### src/rtl/pattern_started_line_framer_core_defines.svh
// ----------------------------------------------------------------------------
// Line framer assertion macros
// Shared property wrappers for the framer's concurrent checks.
// ----------------------------------------------------------------------------
`ifndef PATTERN_STARTED_LINE_FRAMER_CORE_DEFINES_SVH
`define PATTERN_STARTED_LINE_FRAMER_CORE_DEFINES_SVH

// Check prop on every clock edge outside reset.
`define PSLF_ASSERT(lbl, prop, msg) \
    lbl: assert property (@(posedge i_clk) disable iff (!i_rst_n) prop) else $error(msg);

// Check an implication in the next cycle outside reset.
`define PSLF_ASSERT_NEXT(lbl, ante, cons, msg) \
    lbl: assert property (@(posedge i_clk) disable iff (!i_rst_n) (ante) |=> (cons)) \
        else $error(msg);

`endif

### src/rtl/pslf_pkg.sv
// ----------------------------------------------------------------------------
// Line framer package
// Register map, state codes and fixed byte values of the line framer.
// ----------------------------------------------------------------------------
package pslf_pkg;

    localparam int unsigned APB_AW = 5;
    localparam int unsigned APB_DW = 64;

    typedef logic [1:0] t_reg_idx;

    localparam t_reg_idx REG_PATTERN = 2'd0;
    localparam t_reg_idx REG_PLEN    = 2'd1;
    localparam t_reg_idx REG_LIMIT   = 2'd2;

    typedef logic [1:0] t_state;

    localparam t_state ST_HUNT  = 2'd0;
    localparam t_state ST_LINE  = 2'd1;
    localparam t_state ST_DRAIN = 2'd2;

    localparam logic [7:0]  NEWLINE_BYTE  = 8'h0A;
    localparam logic [63:0] PATTERN_RESET = 64'h24;
    localparam logic [3:0]  PLEN_RESET    = 4'd1;
    localparam logic [6:0]  LIMIT_RESET   = 7'd64;

endpackage

### src/rtl/pattern_started_line_framer_core.sv
// ----------------------------------------------------------------------------
// Pattern-started line framer
// A received byte that completes the start pattern opens a line; the line is
// stored up to and including a newline and then streamed out with tlast on
// the newline. While hunting or storing, one byte is taken every clock cycle.
// A line is read back from the line store's single read port at one byte per
// cycle unless the output stalls, and intake stops until it is all read out;
// the last byte waits in the output register while intake already resumes.
// Lines that outgrow line_limit minus one bytes are dropped without output.
// ----------------------------------------------------------------------------
module pattern_started_line_framer_core #(
    parameter int MAX_LINE    = 64,
    parameter int MAX_PATTERN = 8
) (
    input  logic                         i_clk,
    input  logic                         i_rst_n,
    // stream in
    input  logic                         s_axis_tvalid,
    output logic                         s_axis_tready,
    input  logic [7:0]                   s_axis_tdata,   // [7:0] rx_byte
    // stream out
    output logic                         m_axis_tvalid,
    input  logic                         m_axis_tready,
    output logic [7:0]                   m_axis_tdata,   // [7:0] line_byte
    output logic                         m_axis_tlast,   // line_end
    // configuration
    input  logic                         psel,
    input  logic                         penable,
    input  logic                         pwrite,
    input  logic [pslf_pkg::APB_AW-1:0]  paddr,
    input  logic [pslf_pkg::APB_DW-1:0]  pwdata,
    output logic [pslf_pkg::APB_DW-1:0]  prdata,
    output logic                         pready
);

    import pslf_pkg::*;

`include "pattern_started_line_framer_core_defines.svh"

    localparam int FILL_MAX = (MAX_LINE - 1 > MAX_PATTERN) ? MAX_LINE - 1 : MAX_PATTERN;
    localparam int DEPTH    = FILL_MAX;
    localparam int AW       = (DEPTH > 1) ? $clog2(DEPTH) : 1;
    localparam int FW       = $clog2(FILL_MAX + 1);
    localparam int MW       = $clog2(MAX_PATTERN + 1);

    // configuration registers
    logic [63:0]   r_pattern;
    logic [3:0]    r_plen;
    logic [6:0]    r_limit;

    // control state
    t_state        r_state,   n_state;
    logic [MW-1:0] r_match,   n_match;
    logic [FW-1:0] r_fill,    n_fill;
    logic [FW-1:0] r_len,     n_len;
    logic [FW-1:0] r_rd_idx,  n_rd_idx;
    logic          r_out_valid;
    logic          r_out_last;
    logic [7:0]    r_rd_data;

    logic [7:0]    mem [DEPTH];

    logic          w_cfg_wr;
    t_reg_idx      w_cfg_idx;
    logic          w_in_take;
    logic          w_out_take;
    logic [2:0]    w_pos;
    logic [7:0]    w_want;
    logic [MW-1:0] w_match_next;
    logic [MW-1:0] w_plen_eff;
    logic [6:0]    w_limit_eff;
    logic [FW-1:0] w_cap;
    logic          w_room;
    logic          w_line_done;
    logic          w_we;
    logic [AW-1:0] w_waddr;
    logic          w_rd_issue;
    logic          w_rd_last;

    // ---------------- configuration port ----------------
    assign pready    = 1'b1;
    assign w_cfg_idx = paddr[4:3];
    assign w_cfg_wr  = psel & penable & pwrite;

    always_ff @(posedge i_clk) begin
        if (!i_rst_n) begin
            r_pattern <= PATTERN_RESET;
            r_plen    <= PLEN_RESET;
            r_limit   <= LIMIT_RESET;
        end else if (w_cfg_wr) begin
            case (w_cfg_idx)
                REG_PATTERN: r_pattern <= pwdata;
                REG_PLEN:    r_plen    <= pwdata[3:0];
                REG_LIMIT:   r_limit   <= pwdata[6:0];
                default: ;
            endcase
        end
    end

    always_comb begin
        case (w_cfg_idx)
            REG_PATTERN: prdata = r_pattern;
            REG_PLEN:    prdata = {60'd0, r_plen};
            REG_LIMIT:   prdata = {57'd0, r_limit};
            default:     prdata = '0;
        endcase
    end

    // ---------------- effective limits ----------------
    always_comb begin
        if (r_plen == 4'd0) begin
            w_plen_eff = MW'(1);
        end else if (r_plen > 4'(MAX_PATTERN)) begin
            w_plen_eff = MW'(MAX_PATTERN);
        end else begin
            w_plen_eff = MW'(r_plen);
        end
        if (r_limit < 7'd2) begin
            w_limit_eff = 7'd2;
        end else if (r_limit > 7'(MAX_LINE)) begin
            w_limit_eff = 7'(MAX_LINE);
        end else begin
            w_limit_eff = r_limit;
        end
    end

    assign w_cap = FW'(w_limit_eff - 7'd1);

    // ---------------- intake ----------------
    assign s_axis_tready = (r_state != ST_DRAIN);
    assign w_in_take     = s_axis_tvalid & s_axis_tready;

    assign w_pos        = 3'(r_match);
    assign w_want       = r_pattern[{w_pos, 3'b000} +: 8];
    assign w_match_next = MW'({1'b0, w_pos} + 4'd1);
    assign w_room       = (r_fill < w_cap);
    assign w_line_done  = w_in_take && (r_state == ST_LINE) && w_room
                          && (s_axis_tdata == NEWLINE_BYTE);

    // ---------------- readback ----------------
    assign w_out_take = r_out_valid & m_axis_tready;
    assign w_rd_issue = (r_state == ST_DRAIN) && (!r_out_valid || w_out_take);
    assign w_rd_last  = (r_rd_idx == FW'(r_len - 1'b1));

    always_comb begin
        n_state  = r_state;
        n_match  = r_match;
        n_fill   = r_fill;
        n_len    = r_len;
        n_rd_idx = r_rd_idx;
        w_we     = 1'b0;
        w_waddr  = r_fill[AW-1:0];
        case (r_state)
            ST_HUNT: begin
                w_waddr = AW'(w_pos);
                if (w_in_take) begin
                    if (s_axis_tdata == w_want) begin
                        w_we    = 1'b1;
                        n_match = w_match_next;
                        if (w_match_next >= w_plen_eff) begin
                            n_state = ST_LINE;
                            n_fill  = FW'(w_match_next);
                        end
                    end else begin
                        // drop the position; this byte is not retried
                        n_match = '0;
                    end
                end
            end
            ST_LINE: begin
                if (w_in_take) begin
                    if (w_room) begin
                        w_we   = 1'b1;
                        n_fill = FW'(r_fill + 1'b1);
                        if (s_axis_tdata == NEWLINE_BYTE) begin
                            n_len    = FW'(r_fill + 1'b1);
                            n_rd_idx = '0;
                            n_state  = ST_DRAIN;
                            n_match  = '0;
                            n_fill   = '0;
                        end
                    end else begin
                        // overflow: discard the line silently
                        n_state = ST_HUNT;
                        n_match = '0;
                        n_fill  = '0;
                    end
                end
            end
            ST_DRAIN: begin
                if (w_rd_issue) begin
                    n_rd_idx = FW'(r_rd_idx + 1'b1);
                    if (w_rd_last) begin
                        n_state = ST_HUNT;
                    end
                end
            end
            default: begin
                n_state = ST_HUNT;
                n_match = '0;
                n_fill  = '0;
            end
        endcase
    end

    always_ff @(posedge i_clk) begin
        if (!i_rst_n) begin
            r_state     <= ST_HUNT;
            r_match     <= '0;
            r_fill      <= '0;
            r_len       <= '0;
            r_rd_idx    <= '0;
            r_out_valid <= 1'b0;
            r_out_last  <= 1'b0;
        end else begin
            r_state  <= n_state;
            r_match  <= n_match;
            r_fill   <= n_fill;
            r_len    <= n_len;
            r_rd_idx <= n_rd_idx;
            if (w_rd_issue) begin
                r_out_valid <= 1'b1;
                r_out_last  <= w_rd_last;
            end else if (w_out_take) begin
                r_out_valid <= 1'b0;
            end
        end
    end

    // ---------------- line store ----------------
    always_ff @(posedge i_clk) begin
        if (w_we) begin
            mem[w_waddr] <= s_axis_tdata;
        end
    end

    // read data register doubles as the output register
    always_ff @(posedge i_clk) begin
        if (w_rd_issue) begin
            r_rd_data <= mem[r_rd_idx[AW-1:0]];
        end
    end

    assign m_axis_tvalid = r_out_valid;
    assign m_axis_tdata  = r_rd_data;
    assign m_axis_tlast  = r_out_last;

    // ---------------- checks ----------------
    `PSLF_ASSERT(a_rd_in_line, (r_state == ST_DRAIN) |-> (r_rd_idx < r_len), "readback past line end")
    `PSLF_ASSERT(a_last_out_of_drain, (r_out_valid && r_out_last && (r_state == ST_DRAIN)) |-> (r_rd_idx == '0), "last byte still shown after next readback began")
    `PSLF_ASSERT(a_hunt_pos, (r_state == ST_HUNT) |-> (r_match < MW'(MAX_PATTERN)), "hunt position beyond pattern")
    `PSLF_ASSERT_NEXT(a_newline_drains, w_line_done, (r_state == ST_DRAIN) && (r_rd_idx == '0), "newline did not start readback")

endmodule
### config.mk
export PLATFORM = sky130hd
export DESIGN_NAME = pattern_started_line_framer_core
export DESIGN_NICKNAME = d
export VERILOG_FILES = /design/src/rtl/pslf_pkg.sv /design/src/rtl/pattern_started_line_framer_core.sv
export VERILOG_INCLUDE_DIRS = /design/src /design/src/rtl
export SDC_FILE = /design/constraint.sdc
export NUM_CORES = 1
export LEC_CHECK = 0
export ABC_AREA = 1
export BUFFER_PORTS_ARGS = -buffer_cell sky130_fd_sc_hd__buf_2
export CELL_PAD_IN_SITES_DETAIL_PLACEMENT = 0
export CELL_PAD_IN_SITES_GLOBAL_PLACEMENT = 2
export CORE_MARGIN = 1
export CORE_UTILIZATION = 40
export CTS_CLUSTER_SIZE = 40
export DETAILED_ROUTE_END_ITERATION = 10
export PLACE_DENSITY_LB_ADDON = 0.1
export SYNTH_ARGS = -nofsm -noshare
export SYNTH_HDL_FRONTEND = slang
export SYNTH_SLANG_ARGS = --single-unit
### constraint.sdc
create_clock -name i_clk -period 3.95 [get_ports i_clk]
set_clock_uncertainty 0.05 [all_clocks]
set_input_delay 0.395 -clock i_clk [delete_from_list [all_inputs] [get_ports i_clk]]
set_output_delay 0.395 -clock i_clk [all_outputs]
set_load 0.01 [all_outputs]
==> Word level (Yosys, flattened, before mapping) <==
Memories as Yosys holds them, arrays and structs flattened. A register that Yosys moved wholly into a read port is not among the register bits.
Index checks and enable logic that the tools add are counted.
{ "classes": {"add_sub_neg": 5, "magnitude_cmp": 5, "eq_ne": 17, "shift": 1, "mux": 42, "bitwise": 5, "n_reduce_logical": 16} }
{ "op_table": {"columns": ["op", "count"], "rows": [
  ["$pmux 64 s3", 1],
  ["$mux 6", 13],
  ["$shiftx 64x7->8", 1],
  ["$pmux 6 s3", 1],
  ["$mux 2", 8],
  ["$ne 2x2->1 const B", 8],
  ["$mux 3", 5],
  ["$add 6x1->6 const B", 2],
  ["$pmux 6 s2", 1],
  ["$sub 6x1->6 const B", 2],
  ["$reduce_and 5->1", 2],
  ["$pmux 3 s3", 1],
  ["$eq 8x4->1 const B", 1],
  ["$eq 8x8->1", 1],
  ["$mux 1", 8],
  ["$mux 4", 2],
  ["$reduce_and 4->1", 2],
  ["$gt 7x7->1 const B", 1],
  ["$lt 7x2->1 const B", 1],
  ["$reduce_and 7->1", 1],
  ["$eq 6x6->1", 1],
  ["$lt 6x6->1", 1],
  ["$pmux 2 s3", 1],
  ["$reduce_and 2->1", 3],
  ["16 further kinds", 23]
]} }
{ "word_totals": {"register_bits": 100, "mem_bits_rw": 504, "in_bits": 84, "output_inout_bits": 76, "memories": 1} }
{ "memory_table": {"columns": ["memory", "words", "width", "read_ports", "rd_ports_with_merged_regs", "wr", "line", "text"], "rows": [
  ["mem", 63, 8, 1, 1, 1, "pattern_started_line_framer_core.sv:61", "logic [7:0] mem [DEPTH];"]
]} }

==> Longest topological paths before layout <==
{ "depth": {"word_depth": 10, "mapped_depth": 20, "mapped_depth_nobuf": 20} }

==> Least setup slack after synthesis <==
OpenSTA, ideal clock, no wires.
{ "synth_path": {"path_kind": "reg-to-reg", "from": "register r_limit[1]", "to": "memory mem[10][0] (enable)", "arrival_time_ns": 2.776, "slack_ns": 0.753, "path_stages_with_launch": 17, "n_path_buf": 0, "period_less_slack_ns": 3.197, "cell_sequence": "dfxtp_1 > nor2_2 > nand4_1 > nand2_1 > ha_1 > nand3_1 > xor2_1 > ha_1 > nand2_1 > nor2_1 > a211oi_2 > nand2_2 > nand2_2 > nand2_2 > nor2_8 > nand3_4 > nor2_1"} }
{ "synth_via": {"elab_chain_len": 10, "word_cells_on_any_way": 11} }
{ "synth_lines": {"columns": ["element", "line", "text"], "rows": [
  ["from (decl)", "pattern_started_line_framer_core.sv:49", "logic [6:0] r_limit;"],
  ["from (signal assigned)", "pattern_started_line_framer_core.sv:94", "REG_LIMIT: r_limit <= pwdata[6:0];"],
  ["$gt 7x7->1", "pattern_started_line_framer_core.sv:120", "end else if (r_limit > 7'(MAX_LINE)) begin"],
  ["$mux 6", "pattern_started_line_framer_core.sv:120", null],
  ["$mux 6 *", "pattern_started_line_framer_core.sv:118", "if (r_limit < 7'd2) begin"],
  ["$sub 6x1->6 *", "pattern_started_line_framer_core.sv:127", "assign w_cap = FW'(w_limit_eff - 7'd1);"],
  ["$lt 6x6->1 *", "pattern_started_line_framer_core.sv:136", "assign w_room = (r_fill < w_cap);"],
  ["$mux 1 *", "pattern_started_line_framer_core.sv:172", "if (w_room) begin"],
  ["$mux 1 *", "pattern_started_line_framer_core.sv:171", "if (w_in_take) begin"],
  ["$pmux 1 s2 *", "pattern_started_line_framer_core.sv:153", "case (r_state)"],
  ["$mux 1 *", "pattern_started_line_framer_core.sv:232", "if (w_we) begin"],
  ["$mux 1 (not written as such) *", "pattern_started_line_framer_core.sv:233", "mem[w_waddr] <= s_axis_tdata;"],
  ["to (decl)", "pattern_started_line_framer_core.sv:61", null]
]} }
Mark *: on every way between the ends. The rest lies on a longest branch, timed or not.

==> Worst setup path after layout <==
{ "layout_path": {"from": "register r_limit[3]", "to": "memory mem[60][5] (enable)"} }
Same word-level chain as after synthesis.

==> metrics.txt <==
outcome=finished, final reports clean; Critical Path Start Type=flip-flop; synth cell count leaders=edfxtp_1, nor2_1, o21ai_0; fill cell count=around 6000; Starting Density=0.4038; DR WL/cell=22.72 um; max cap viols=0; Post-synth ARST share=0; root buffer cell=clkbuf_16; Post-Syn Nets=2510; CP required=4.21 ns; f_max=291.2 MHz; post-synth top area cell=edfxtp_1; wire length on met3=4476 um; largest net degree at the start of global routing=140; clk slew on worst S/H paths=0.06 ns; Pins Over Slew Limit=0; Post-DP HPWL=roughly 52000 um; worst-margin pin slew=between 0.9 and 1 ns; top_reg_cell synth=edfxtp_1; met2 WL=around 39000 um; initial antenna violation count=1; Yosys top cell area share=0.5917; post-cts gate resize count=0; hold_ws=0.03303 ns; period utilization=0.8695; total negative slack=0 ns; Pwr Density=between 400 and 500 nW/um^2; number of DRC markers in iteration 0=1441; Antenna Cells=0; critical path peak fanout=8; CP Capture Type=flip-flop; Die Wd=256.9 um; highest metal used=met4; first-pass GRT wire length=118900 um; die area=65980 um^2; Final WS setup=0.5153 ns; TritonCTS clock tree=yes; Tmin final=3.435 ns; area of the multi-input gates=7410 um^2; top cells by area, synth=edfxtp_1, dfxtp_1, o21ai_0; Placed Cells=3391; Setup violations, final=0; layout cells sized above 1=0.1561; Clock Path Buffers=3; TritonRoute pass-1 iters=6; Worst slew margin=0.3755; vias in the first global route=18950; Seq/Total Area, Yosys=0.6688; Tot Pwr=13.76 mW; post-CTS setup buffer count=0; P&R area growth vs syn=16.84%; floorplan core area=about 64000 um^2; number of synthesized register bits=612; pre-CTS setup slack=roughly 0.43 ns; final hold violations=0; Vias/cell=5.384; FP Rows=93; port buffer count=155; Skew-Pair Late Insertion Delay=0.60 ns; Die H=approximately 260 um; nets@finish=between 2000 and 3000; vias=18950; Routed Wire Length=between 70000 and 80000 um; Post-route DRC=0; sequential cell area=17390 um^2; TritonCTS Sinks=612; Worst Path Arrival=3.70 ns; GRT Overall Usage=0.2408; H-tree depth=3; warnings from Yosys=0; RSZ-0062 raised after global routing=no; boundary pin count=160; Synth Area per Inst=10.77 um^2; Lkg Pwr=10.82 nW; remaining global-route overflow=0; Setup CP Type=flip-flop to flip-flop; top-count cell post-synth=edfxtp_1; Distinct cells, synth=44; worst hold path type=input pin to flip-flop; M1 wire length=34250 um; GP Congestion=0.8332; Post-DRT Antenna Nets=0; fin cells=3520; Syn Inst Count=2412; number of CTS-inserted buffers=68; Max IR drop VDD=0.2692 mV; Synth Cell Area=around 26000 um^2; Post-synth EDFFs=512
==> where the power goes <==
group	internal [mW]	switching, mW	total (mW)	leakage [nW]
clock network	3.58	2.59	6.17	1.06
logic	0.153	0.424	0.577	4.35
registers	7.00	0.0131	7.02	5.41
total	10.7	3.02	13.8	10.8
==> final cells by class <==
class | instances | share of cell area
tap | 855 | 0.03524
sequential | 612 | 0.5727
timing repair buffer | 277 | 0.05853
clock buffer | 86 | 0.06071
inverter | 145 | 0.01826
multi-input combinational | 1506 | 0.2441
clock inverter | 39 | 0.01051
==> critical path, stage by stage (launching register included) <==
cell	delay [ns]
dfxtp_1	0.33
nor2_1	0.15
nand4_1	0.12
nand2_1	0.13
ha_1	0.19
nand3_1	0.10
xor2_1	0.15
ha_1	0.29
nand2_1	0.06
nor2_1	0.05
a211oi_2	0.22
nand2_2	0.11
nand2_2	0.09
nand2_2	0.09
nor2_8	0.25
nand3_4	0.29
nor2_1	0.29
buf_4	0.20
==> placed cells by master, fill, tap and decap left out, types with 26 or more instances in the layout <==
cell and instances:
nand2_1 260, edfxtp_1 512, clkbuf_16 71, o211ai_1 28, nand3_1 118, buf_4 112, nor2_1 437, o221ai_1 40
o21ai_0 336, a21oi_1 101, dfxtp_1 97, o22ai_1 75, buf_2 155, nand4_1 26, inv_1 133
==> kinds of logic (layout without fill, tap and decap cells) <==
group	count (synthesis)	after routing	share of synthesized area
buffers and inverters	294	547	0.04613
adders and majority gates	14	14	0.006742
and+or+nand+nor	872	872	0.1423
xor gates and xnor gates	17	17	0.005730
AOI/OAI and AO/OA	602	602	0.1301
other	1	1	0.0001443
DFF	612	612	0.6688
==> through the flow <==
step	util	area [um^2]
after floorplan	-	25980
after global placement	0.4376	28160
after detailed placement	0.4376	28160
after CTS	0.4718	30360
after global routing	0.4718	30360
final	0.4718	30360
==> worst paths after layout <==
kind | start | end | slack [ns] | cells past startpoint
worst max register to register | r_limit[3] | mem[60][5] | 0.52 | 17
worst max-delay path | r_limit[3] | mem[60][5] | 0.52 | 17
worst min-delay path | pwdata[37] | r_pattern[37] | 0.03 | 3
worst min register to register | r_pattern[11] | r_pattern[11] | 0.42 | 2
==> state kept, by name, indices dropped and copies added, names as in the netlist <==
name           count
r_plen             4
mem              504
m_axis_tdata       8
r_rd_idx           6
m_axis_tvalid      1
r_pattern         64
r_len              6
r_state            2
m_axis_tlast       1
r_limit            7
r_match            3
r_fill             6
==> routing by layer <==
metal	up-vias	GRT usage
met1	9272	0.3131
met2	591	0.4105
met5	-	0
met3	124	0.03704
li1	8964	-
met4	0	0.07986
==> timing repair <==
action                                  in CTS  in global routing
endpoints found under the hold margin        4                  0
endpoints found under the setup margin       0                  0
hold buffers                                 4                  0
(Power assumes the default switching activity.)
